--- src/hw/rtl/ccs_pkg.sv ---
`default_nettype none

package ccs_pkg;

  localparam int unsigned CmdW     = 2;
  localparam int unsigned ChW      = 8;
  localparam int unsigned KindW    = 2;
  localparam int unsigned ErrLineW = 24;
  localparam int unsigned ErrColW  = 16;

  localparam logic [CmdW-1:0] CMD_CHAR = 2'd0;
  localparam logic [CmdW-1:0] CMD_EOL  = 2'd1;
  localparam logic [CmdW-1:0] CMD_EOF  = 2'd2;

  localparam logic [KindW-1:0] KIND_CHAR  = 2'd0;
  localparam logic [KindW-1:0] KIND_EOL   = 2'd1;
  localparam logic [KindW-1:0] KIND_EOF   = 2'd2;
  localparam logic [KindW-1:0] KIND_UNCLOSED = 2'd3;

  localparam logic [ChW-1:0] CH_STAR   = 8'h2A;
  localparam logic [ChW-1:0] CH_SLASH  = 8'h2F;
  localparam logic [ChW-1:0] CH_BSLASH = 8'h5C;
  localparam logic [ChW-1:0] CH_QUOTE  = 8'h22;

  localparam int unsigned FifoDepth = 4;
  localparam int unsigned FifoPtrW  = $clog2(FifoDepth);

  typedef struct packed {
    logic [KindW-1:0]    kind;
    logic [ChW-1:0]      out_char;
    logic [ErrLineW-1:0] err_line;
    logic [ErrColW-1:0]  err_col;
    logic                last;
  } res_t;

endpackage

`default_nettype wire

--- src/hw/rtl/ccs_in_if.sv ---
`default_nettype none

interface ccs_in_if;
  import ccs_pkg::*;

  logic            valid;
  logic            ready;
  logic [CmdW-1:0] cmd;
  logic [ChW-1:0]  ch;

  modport source (output valid, output cmd, output ch, input ready);
  modport sink   (input valid, input cmd, input ch, output ready);
endinterface

`default_nettype wire

--- src/hw/rtl/ccs_out_if.sv ---
`default_nettype none

interface ccs_out_if;
  import ccs_pkg::*;

  logic                valid;
  logic                ready;
  logic [KindW-1:0]    kind;
  logic [ChW-1:0]      out_char;
  logic [ErrLineW-1:0] err_line;
  logic [ErrColW-1:0]  err_col;
  logic                last;

  modport source (output valid, output kind, output out_char, output err_line,
                  output err_col, output last, input ready);
  modport sink   (input valid, input kind, input out_char, input err_line,
                  input err_col, input last, output ready);
endinterface

`default_nettype wire

--- src/hw/rtl/c_comment_stripper.sv ---
`default_nettype none

// Channel  Direction  Fields
// in_i     input      cmd, ch
// out_o    output     kind, out_char, err_line, err_col, last
//
// An input transfer is registered, then decoded combinationally into zero, one or
// two results that are written into a four-entry output queue.
// One input item is taken per cycle; in_i.ready drops only while the queue has
// fewer than two free entries and the input register is full.
// Each result passes through the input register and the output queue before out_o.
// rst_ni clears all stream state and empties the queue; end of file also
// returns the stream state to its reset values.
module c_comment_stripper #(
  parameter int unsigned LINE_COUNT_BITS = 24,
  parameter int unsigned COL_BITS        = 16
) (
  input  wire         clk_i,
  input  wire         rst_ni,
  ccs_in_if.sink      in_i,
  ccs_out_if.source   out_o
);
  import ccs_pkg::*;

  typedef struct packed {
    logic                       in_block;
    logic                       star_seen;
    logic                       in_line_comment;
    logic                       next_line_comment;
    logic                       last_was_backslash;
    logic                       in_quote;
    logic                       escaped;
    logic                       slash_held;
    logic [LINE_COUNT_BITS-1:0] line_count;
    logic [COL_BITS-1:0]        kept_count;
    logic [LINE_COUNT_BITS-1:0] open_line;
    logic [COL_BITS-1:0]        open_col;
  } st_t;

  localparam logic [LINE_COUNT_BITS-1:0] LineMax = {LINE_COUNT_BITS{1'b1}};
  localparam logic [COL_BITS-1:0]        ColMax  = {COL_BITS{1'b1}};

  localparam st_t StReset = '{
    in_block: 1'b0, star_seen: 1'b0, in_line_comment: 1'b0,
    next_line_comment: 1'b0, last_was_backslash: 1'b0, in_quote: 1'b0,
    escaped: 1'b0, slash_held: 1'b0,
    line_count: LINE_COUNT_BITS'(1), kept_count: '0,
    open_line: '0, open_col: '0
  };

  logic            in_valid_q;
  logic [CmdW-1:0] cmd_q;
  logic [ChW-1:0]  ch_q;

  st_t st_q, st_d;
  res_t res [2];
  logic [1:0] res_n;

  res_t                fifo_q [FifoDepth];
  logic [FifoPtrW-1:0] wr_ptr_q, rd_ptr_q;
  logic [FifoPtrW:0]   count_q, count_d;
  logic                proc;
  logic                pop;

  assign proc       = in_valid_q && (count_q <= (FifoPtrW + 1)'(FifoDepth - 2));
  assign in_i.ready = !in_valid_q || proc;
  assign pop        = out_o.valid && out_o.ready;

  always_comb begin
    logic [COL_BITS-1:0] col_inc;
    st_d  = st_q;
    res[0] = '0;
    res[1] = '0;
    res_n = 2'd0;
    col_inc = '0;
    unique case (cmd_q)
      CMD_CHAR: begin
        if (st_q.next_line_comment || st_q.in_line_comment) begin
          st_d.kept_count = st_q.kept_count;
        end else if (st_q.in_block) begin
          if (st_q.star_seen && ch_q == CH_SLASH) begin
            st_d.in_block  = 1'b0;
            st_d.star_seen = 1'b0;
          end else begin
            st_d.star_seen = (ch_q == CH_STAR);
          end
        end else if (st_q.in_quote) begin
          if (st_q.escaped) begin
            st_d.escaped = 1'b0;
          end else if (ch_q == CH_BSLASH) begin
            st_d.escaped = 1'b1;
          end else if (ch_q == CH_QUOTE) begin
            st_d.in_quote = 1'b0;
          end
          res[res_n[0]].kind     = KIND_CHAR;
          res[res_n[0]].out_char = ch_q;
          res_n = res_n + 2'd1;
          if (st_d.kept_count != ColMax) st_d.kept_count = st_d.kept_count + 1'b1;
        end else begin
          if (st_q.slash_held) begin
            st_d.slash_held = 1'b0;
          end
          if (st_q.slash_held && ch_q == CH_STAR) begin
            st_d.in_block  = 1'b1;
            st_d.star_seen = 1'b1;
            st_d.open_line = st_q.line_count;
            st_d.open_col  = st_q.kept_count;
          end else if (st_q.slash_held && ch_q == CH_SLASH) begin
            st_d.in_line_comment = 1'b1;
          end else begin
            if (st_q.slash_held) begin
              res[res_n[0]].kind     = KIND_CHAR;
              res[res_n[0]].out_char = CH_SLASH;
              res_n = res_n + 2'd1;
              if (st_d.kept_count != ColMax) st_d.kept_count = st_d.kept_count + 1'b1;
            end
            if (ch_q == CH_SLASH) begin
              st_d.slash_held = 1'b1;
            end else begin
              if (ch_q == CH_QUOTE) begin
                st_d.in_quote = 1'b1;
                st_d.escaped  = 1'b0;
              end
              res[res_n[0]].kind     = KIND_CHAR;
              res[res_n[0]].out_char = ch_q;
              res_n = res_n + 2'd1;
              if (st_d.kept_count != ColMax) st_d.kept_count = st_d.kept_count + 1'b1;
            end
          end
        end
        st_d.last_was_backslash = (ch_q == CH_BSLASH);
      end
      CMD_EOL: begin
        if (st_q.slash_held) begin
          res[res_n[0]].kind     = KIND_CHAR;
          res[res_n[0]].out_char = CH_SLASH;
          res_n = res_n + 2'd1;
        end
        st_d.next_line_comment = (st_q.next_line_comment || st_q.in_line_comment)
                                 && st_q.last_was_backslash;
        st_d.in_line_comment    = 1'b0;
        st_d.in_quote           = 1'b0;
        st_d.escaped            = 1'b0;
        st_d.slash_held         = 1'b0;
        st_d.star_seen          = 1'b0;
        st_d.last_was_backslash = 1'b0;
        st_d.kept_count         = '0;
        if (st_q.line_count != LineMax) st_d.line_count = st_q.line_count + 1'b1;
        res[res_n[0]].kind = KIND_EOL;
        res_n = res_n + 2'd1;
      end
      CMD_EOF: begin
        if (st_q.in_block) begin
          col_inc = (st_q.open_col != ColMax) ? st_q.open_col + 1'b1 : ColMax;
          res[res_n[0]].kind     = KIND_UNCLOSED;
          res[res_n[0]].err_line = ErrLineW'(st_q.open_line);
          res[res_n[0]].err_col  = ErrColW'(col_inc);
          res_n = res_n + 2'd1;
        end else begin
          if (st_q.slash_held) begin
            res[res_n[0]].kind     = KIND_CHAR;
            res[res_n[0]].out_char = CH_SLASH;
            res_n = res_n + 2'd1;
          end
          res[res_n[0]].kind = KIND_EOF;
          res_n = res_n + 2'd1;
        end
        st_d = StReset;
      end
      default: begin
        st_d = st_q;
      end
    endcase
    if (res_n != 2'd0) begin
      res[res_n[1]].last = 1'b1;
    end
  end

  always_comb begin
    count_d = count_q;
    if (proc) count_d = count_d + (FifoPtrW + 1)'(res_n);
    if (pop)  count_d = count_d - 1'b1;
  end

  always_ff @(posedge clk_i or negedge rst_ni) begin
    if (!rst_ni) begin
      in_valid_q <= 1'b0;
      st_q       <= StReset;
      wr_ptr_q   <= '0;
      rd_ptr_q   <= '0;
      count_q    <= '0;
    end else begin
      if (in_i.valid && in_i.ready) begin
        in_valid_q <= 1'b1;
      end else if (proc) begin
        in_valid_q <= 1'b0;
      end
      if (proc) begin
        st_q     <= st_d;
        wr_ptr_q <= wr_ptr_q + FifoPtrW'(res_n);
      end
      if (pop) begin
        rd_ptr_q <= rd_ptr_q + 1'b1;
      end
      count_q <= count_d;
    end
  end

  always_ff @(posedge clk_i) begin
    if (in_i.valid && in_i.ready) begin
      cmd_q <= in_i.cmd;
      ch_q  <= in_i.ch;
    end
    if (proc && res_n != 2'd0) begin
      fifo_q[wr_ptr_q] <= res[0];
    end
    if (proc && res_n == 2'd2) begin
      fifo_q[wr_ptr_q + 1'b1] <= res[1];
    end
  end

  assign out_o.valid    = (count_q != '0);
  assign out_o.kind     = fifo_q[rd_ptr_q].kind;
  assign out_o.out_char = fifo_q[rd_ptr_q].out_char;
  assign out_o.err_line = fifo_q[rd_ptr_q].err_line;
  assign out_o.err_col  = fifo_q[rd_ptr_q].err_col;
  assign out_o.last     = fifo_q[rd_ptr_q].last;

endmodule

`default_nettype wire
--- src/flat_wrapper.sv ---
// flat-port wrapper written by rule: the top's interface ports become plain ports
module c_comment_stripper_flat import ccs_pkg::*;
#(
  parameter int unsigned LINE_COUNT_BITS = 24,
  parameter int unsigned COL_BITS        = 16
)
  (clk_i, rst_ni, in_i_valid, in_i_cmd, in_i_ch, in_i_ready, out_o_valid, out_o_kind, out_o_out_char, out_o_err_line, out_o_err_col, out_o_last, out_o_ready);
  ccs_in_if in_i_i ();
  ccs_out_if out_o_i ();
  input  wire clk_i;
  input  wire rst_ni;
  input wire logic [$bits(in_i_i.valid)-1:0] in_i_valid;
  input wire logic [$bits(in_i_i.cmd)-1:0] in_i_cmd;
  input wire logic [$bits(in_i_i.ch)-1:0] in_i_ch;
  output wire logic [$bits(in_i_i.ready)-1:0] in_i_ready;
  output wire logic [$bits(out_o_i.valid)-1:0] out_o_valid;
  output wire logic [$bits(out_o_i.kind)-1:0] out_o_kind;
  output wire logic [$bits(out_o_i.out_char)-1:0] out_o_out_char;
  output wire logic [$bits(out_o_i.err_line)-1:0] out_o_err_line;
  output wire logic [$bits(out_o_i.err_col)-1:0] out_o_err_col;
  output wire logic [$bits(out_o_i.last)-1:0] out_o_last;
  input wire logic [$bits(out_o_i.ready)-1:0] out_o_ready;
  assign in_i_i.valid = in_i_valid;
  assign in_i_i.cmd = in_i_cmd;
  assign in_i_i.ch = in_i_ch;
  assign in_i_ready = in_i_i.ready;
  assign out_o_valid = out_o_i.valid;
  assign out_o_kind = out_o_i.kind;
  assign out_o_out_char = out_o_i.out_char;
  assign out_o_err_line = out_o_i.err_line;
  assign out_o_err_col = out_o_i.err_col;
  assign out_o_last = out_o_i.last;
  assign out_o_i.ready = out_o_ready;
  c_comment_stripper #(.LINE_COUNT_BITS(LINE_COUNT_BITS), .COL_BITS(COL_BITS)) u_core (.clk_i(clk_i), .rst_ni(rst_ni), .in_i(in_i_i), .out_o(out_o_i));
endmodule
--- config.mk ---
export PLATFORM = sky130hd
export DESIGN_NAME = c_comment_stripper_flat
export DESIGN_NICKNAME = d
export VERILOG_FILES = /design/src/hw/rtl/ccs_pkg.sv /design/src/hw/rtl/ccs_in_if.sv /design/src/hw/rtl/ccs_out_if.sv /design/src/hw/rtl/c_comment_stripper.sv /design/src/flat_wrapper.sv
export SDC_FILE = /design/constraint.sdc
export NUM_CORES = 1
export LEC_CHECK = 0
export BUFFER_PORTS_ARGS = -buffer_cell sky130_fd_sc_hd__buf_2
export CAP_MARGIN = 0
export CORE_MARGIN = 8
export CORE_UTILIZATION = 55
export CTS_CLUSTER_DIAMETER = 30
export DETAILED_ROUTE_END_ITERATION = 8
export PLACE_DENSITY = 0.77
export SYNTH_ARGS = -nofsm -noshare
export SYNTH_HDL_FRONTEND = slang
export SYNTH_SLANG_ARGS = --single-unit
export TNS_END_PERCENT = 5
--- constraint.sdc ---
create_clock -name clk_i -period 7.85 [get_ports clk_i]
set_input_delay 1.57 -clock clk_i [delete_from_list [all_inputs] [get_ports clk_i]]
set_output_delay 1.57 -clock clk_i [all_outputs]
set_load 0.01 [all_outputs]
# --- Word level (Yosys, flattened, before mapping) ---
# Memory sizes are Yosys's and may differ from the RTL's.
# Index checks and enable logic that the tools add are counted.
totals:
  ff_bits: 106
  mem_bits_rw: 204
  inputBits: 14
  output_inout_bits: 53
  wordCells: 217
  n_memories: 1
memory_table:
  columns: ["memory", "words", "word_bits", "rd", "rd_clocked_by_memory_dff", "write_ports", "line", "rtl"]
  rows:
  - ["u_core.fifo_q", 4, 51, 1, 0, 2, "c_comment_stripper.sv:59", "res_t fifo_q [FifoDepth];"]
classes:
  n_addsub: 12
  magnitude_cmp: 9
  eq_ne: 24
  muxes: 114
  bitwise: 4
  n_reduce_logical: 35
op_table:
  columns: ["op", "count"]
  rows:
  - ["$mux 102", 6]
  - ["$bwmux 102", 5]
  - ["$pmux 102 s3", 1]
  - ["$demux 51 s1", 5]
  - ["$mux 16", 15]
  - ["$mux 40", 4]
  - ["$mux 51", 3]
  - ["$mux 10", 10]
  - ["$mux 92", 1]
  - ["$pmux 40 s2", 1]
  - ["$mux 56", 1]
  - ["$mux 52", 1]
  - ["$mux 49", 1]
  - ["$add 16x1->16 const B", 3]
  - ["$ne 16x16->1 const B", 3]
  - ["$pmux 24 s2", 1]
  - ["$mux 2", 22]
  - ["$pmux 16 s2", 1]
  - ["$add 24x1->24 const B", 1]
  - ["$eq 8x6->1 const B", 3]
  - ["$mux 24", 1]
  - ["$mux 3", 8]
  - ["$ne 24x24->1 const B", 1]
  - ["$mux 1", 20]
  - ["35 further kinds", 80]

# --- Depth between registers and ports, before layout ---
logic_depth:
  word_depth: 24
  depth_mapped: 13
  depth_no_buf: 12

# --- Worst setup path before layout ---
# No wires, ideal clock.
synth_path:
  kind: "register to register"
  startpoint: "register u_core.cmd_q[0]"
  endpoint: "memory u_core.fifo_q[0][0] (netlist name) (enable)"
  arrival_ns: 5.184
  t_required_ns: 7.320
  setup_slack_ns: 2.136
  path_stages_with_launch: 10
  n_path_buf: 1
  period_less_slack_ns: 5.714
  path_cell_list: "edfxtp_1 inv_1 ha_1 clkbuf_1 nor2b_1 o21ai_0 o31a_1 a21oi_1 nand2b_1 o21ai_0"
synth_rtl:
  columns: ["item", "line", "rtl"]
  rows:
  - ["start, declared", "c_comment_stripper.sv:52", "logic [CmdW-1:0] cmd_q;"]
  - ["start signal, assigned", "c_comment_stripper.sv:211", "cmd_q <= in_i.cmd;"]
  - ["end, declared", "c_comment_stripper.sv:59", null]

==> impl_metrics.tcl <==
set metrics [dict create \
    portBuffers 66 \
    io_pins 67 \
    cts_setup_buffers 0 \
    die_area_um2 33900 \
    combPwrFrac_pct 22.9 \
    final_nets 1377 \
    synth_edf_count 214 \
    clk_pin_slew_ns 0.04 \
    critical_path.startpoint "u_core.ch_q[6]$_DFFE_PP_" \
    synth.most_common_cell "edfxtp_1" \
    rrSetupSlack_ns 3.53 \
    drt_pass1_iterations 5 \
    insertedDiodeCount 0 \
    grt_pass1_vias 10700 \
    drt_iter0_markers 929 \
    drc_errors 0 \
    cp_max_fo 32 \
    antenna_left 0 \
    path_buf_inv 1 \
    drt-total-wl_mm 35.0 \
    hold_end "u_core.st_q[86]$_DFFE_PN0P_" \
    seq_power_share_pct 35.4 \
    cp_cell_sequence "nand4bb_1 -> nor3_1 -> o21ai_0 -> a222oi_1 -> and3_1 -> nand3_1 -> o21ai_4 -> buf_4" \
    fin_skew_ns 0.0175 \
    cp-start-kind "flip-flop" \
    clock-sinks 310 \
    clockBufferDepth 3 \
    track_usage_pct 20.8 \
    max_stage_delay_ns 0.69 \
    ys.warnings.count 0 \
    fin_crit_ns 4.32 \
    cp-end-kind "flip-flop" \
    n_fill_cell 2054 \
    netlist_area_um2 15500 \
    p_clk_share_pct 41.7 \
    worstReg2RegStart "u_core.ch_q[6]$_DFFE_PP_" \
    outcome "completed" \
    cts_tree "yes" \
    cts_made_buffers 58 \
    viasPerCell 5.94 \
    insertion_delay_ns 0.57 \
    grt_antenna_before_repair 0 \
    p_leak_nw 6.73 \
    worstSetupPathType "flip-flop to flip-flop" \
    rsz0062_at_grt "no" \
    timing.rr.end "u_core.fifo_q[0][1]$_SDFFCE_PP0P_" \
    grt_max_degree 97 \
    syn_to_final_growth_pct 17.4 \
    fin_ws_ns 3.53 \
    gp_congestion 0.946 \
    synth_common_cells "edfxtp_1 (214), and2_1 (106), nand2_1 (105)" \
    clock_tree.root_cell "clkbuf_16" \
    htreeDepth 2 \
    maxSlewViolCount 0 \
    ys_types 78 \
    hold_depth 2 \
    swShare_pct 29.8 \
    cp_top_family "simple AND/OR/NAND/NOR gates" \
    period_share_pct 55.0 \
    switchingPower_mw 1.84 \
    required_ns 8.04 \
    relSlewSlack_pct 29.4 \
    timing.final.setup_violations 0 \
    tightest_slew_ns 1.06 \
    syn_nets 1323 \
    die_x_um 184 \
    vdd_ir_drop_max_v 0.000212 \
    intPower_mw 4.33 \
    design.core.area_um2 27800 \
    netlist_instances 1297 \
    crit_slowest_cell "nor3_1" \
    wl_per_cell_um 19.7 \
    yosys.area.top_type "edfxtp_1" \
    fmax_ghz 0.232 \
    ys_seq_area_share_pct 56.8 \
    holdBufCountCts 0 \
    dpl.hpwl_mm 21.7 \
    layout-drive-gt1-share_pct 19.2 \
    yosysTopAreaCellShare_pct 41.3 \
    dr_total_vias 10600 \
    tns_ns 0 \
    overflow 0 \
    min_path_type "flip-flop to flip-flop" \
    rows 61 \
    ys.flop_type "edfxtp_1" \
    die_h_um 184 \
    hp-start "u_core.st_q[86]$_DFFE_PN0P_" \
    maxCapViolCount 0 \
    final_hold_viol_count 0 \
    dp_slack_ns 3.62 \
    syn_area_per_cell_um2 12.0 \
    r2r_cells 8 \
    netlist_top_cells_area "edfxtp_1 (41%), dfrtp_1 (15%), mux4_2 (7.4%)" \
    synthArstFlopShare_pct 31.0 \
    cts_resized 0 \
    synth_seq_cells 310 \
    grt_pass1_wl_mm 56.8 \
    crit_arrival_ns 4.51 \
    initial_utilization_pct 56.0 \
    powerDensity_nw_per_um2 338 \
]
[power groups by stage]
stage	sequential, mW	combinational (mW)	clock, mW
3_5_place_dp	2.21	1.42	0
6_report	2.18	1.41	2.58
3_3_place_gp	2.19	1.40	0
5_1_grt	2.21	1.55	2.68
4_1_cts	2.18	1.43	2.61
2_1_floorplan	2.11	1.05	0
[cell usage in the layout (no fill, tap or decap), types with 13 or more instances in the layout]
cell type    n
nor3_1      25
o21ai_0     72
o21ai_1     13
dfrtp_1     93
inv_1       18
xnor2_1     31
edfxtp_1   214
xor2_1      25
mux4_2      51
nand3_1     33
mux2i_1     26
buf_2       65
a21oi_1     88
nand2_1    105
clkbuf_16   59
and2_1     106
nand4_1     18
buf_4       14
nor2_1      73
nand2b_1    41
a31oi_1     20
[stage by stage]
stage | util (%) | cell area [um^2] | power, mW | hold WS, ns | std cells
3_3_place_gp | 58.2 | 16200 | 3.59 | 0.455 | 1669
4_1_cts | 65.7 | 18200 | 6.22 | 0.474 | 1779
5_1_grt | 65.7 | 18200 | 6.45 | 0.481 | 1779
3_5_place_dp | 58.2 | 16200 | 3.63 | 0.464 | 1669
2_1_floorplan | - | 15500 | 3.16 | 0.442 | 1297
6_report | 65.7 | 18200 | 6.17 | 0.485 | 1779
[worst min-delay path: stages (launching register included)]
cell and delay (ns):
dfrtp_1 0.34, nand2_1 0.05, o41ai_1 0.05
[registers in the layout, summed over array words and instances, names as in the netlist]
signal,cells
u_core.fifo_q,204
u_core.wr_ptr_q,2
u_core.cmd_q,2
u_core.rd_ptr_q,2
u_core.ch_q,8
u_core.st_q,88
u_core.in_valid_q,1
u_core.count_q,3
[cell type report]
cell class | instances | area (um^2) | share of cell area [%]
sequential | 310 | 8830 | 48.4
multi-input combinational | 883 | 6360 | 34.8
clock buffer | 71 | 1590 | 8.72
clock inverter | 39 | 488 | 2.67
tap | 378 | 473 | 2.59
timing repair buffer | 79 | 430 | 2.36
inverter | 19 | 71.3 | 0.391
[kinds of logic after synthesis]
family,after synthesis,share of synthesized area (%)
compound gates,262,10.2
xor+xnor,56,3.15
fa+ha+maj,12,1.01
buf+inv,104,2.65
flops,310,56.8
mux,82,9.42
simple gates,471,16.8
[per-layer routing]
metal	vias to the layer above	share of wire [%]	track usage (%)
met5	-	0	0
met4	0	2.0	6.32
met3	64	6.4	3.66
met2	352	48	34.2
met1	5206	43	28.1
li1	4951	-	-
[how the worst max path moves through the flow]
stage / cells past startpoint / end
5_1_grt: 11 / u_core.fifo_q[0][1]$_SDFFCE_PP0P_
6_report: 8 / u_core.fifo_q[0][1]$_SDFFCE_PP0P_
4_1_cts: 3 / out_o_kind[0]
3_5_place_dp: 8 / u_core.fifo_q[0][2]$_SDFFCE_PP0P_
2_1_floorplan: 9 / u_core.fifo_q[0][0]$_DFFE_PP_
3_3_place_gp: 8 / u_core.fifo_q[0][2]$_SDFFCE_PP0P_
No activity file was read; power rests on OpenSTA's default activity.
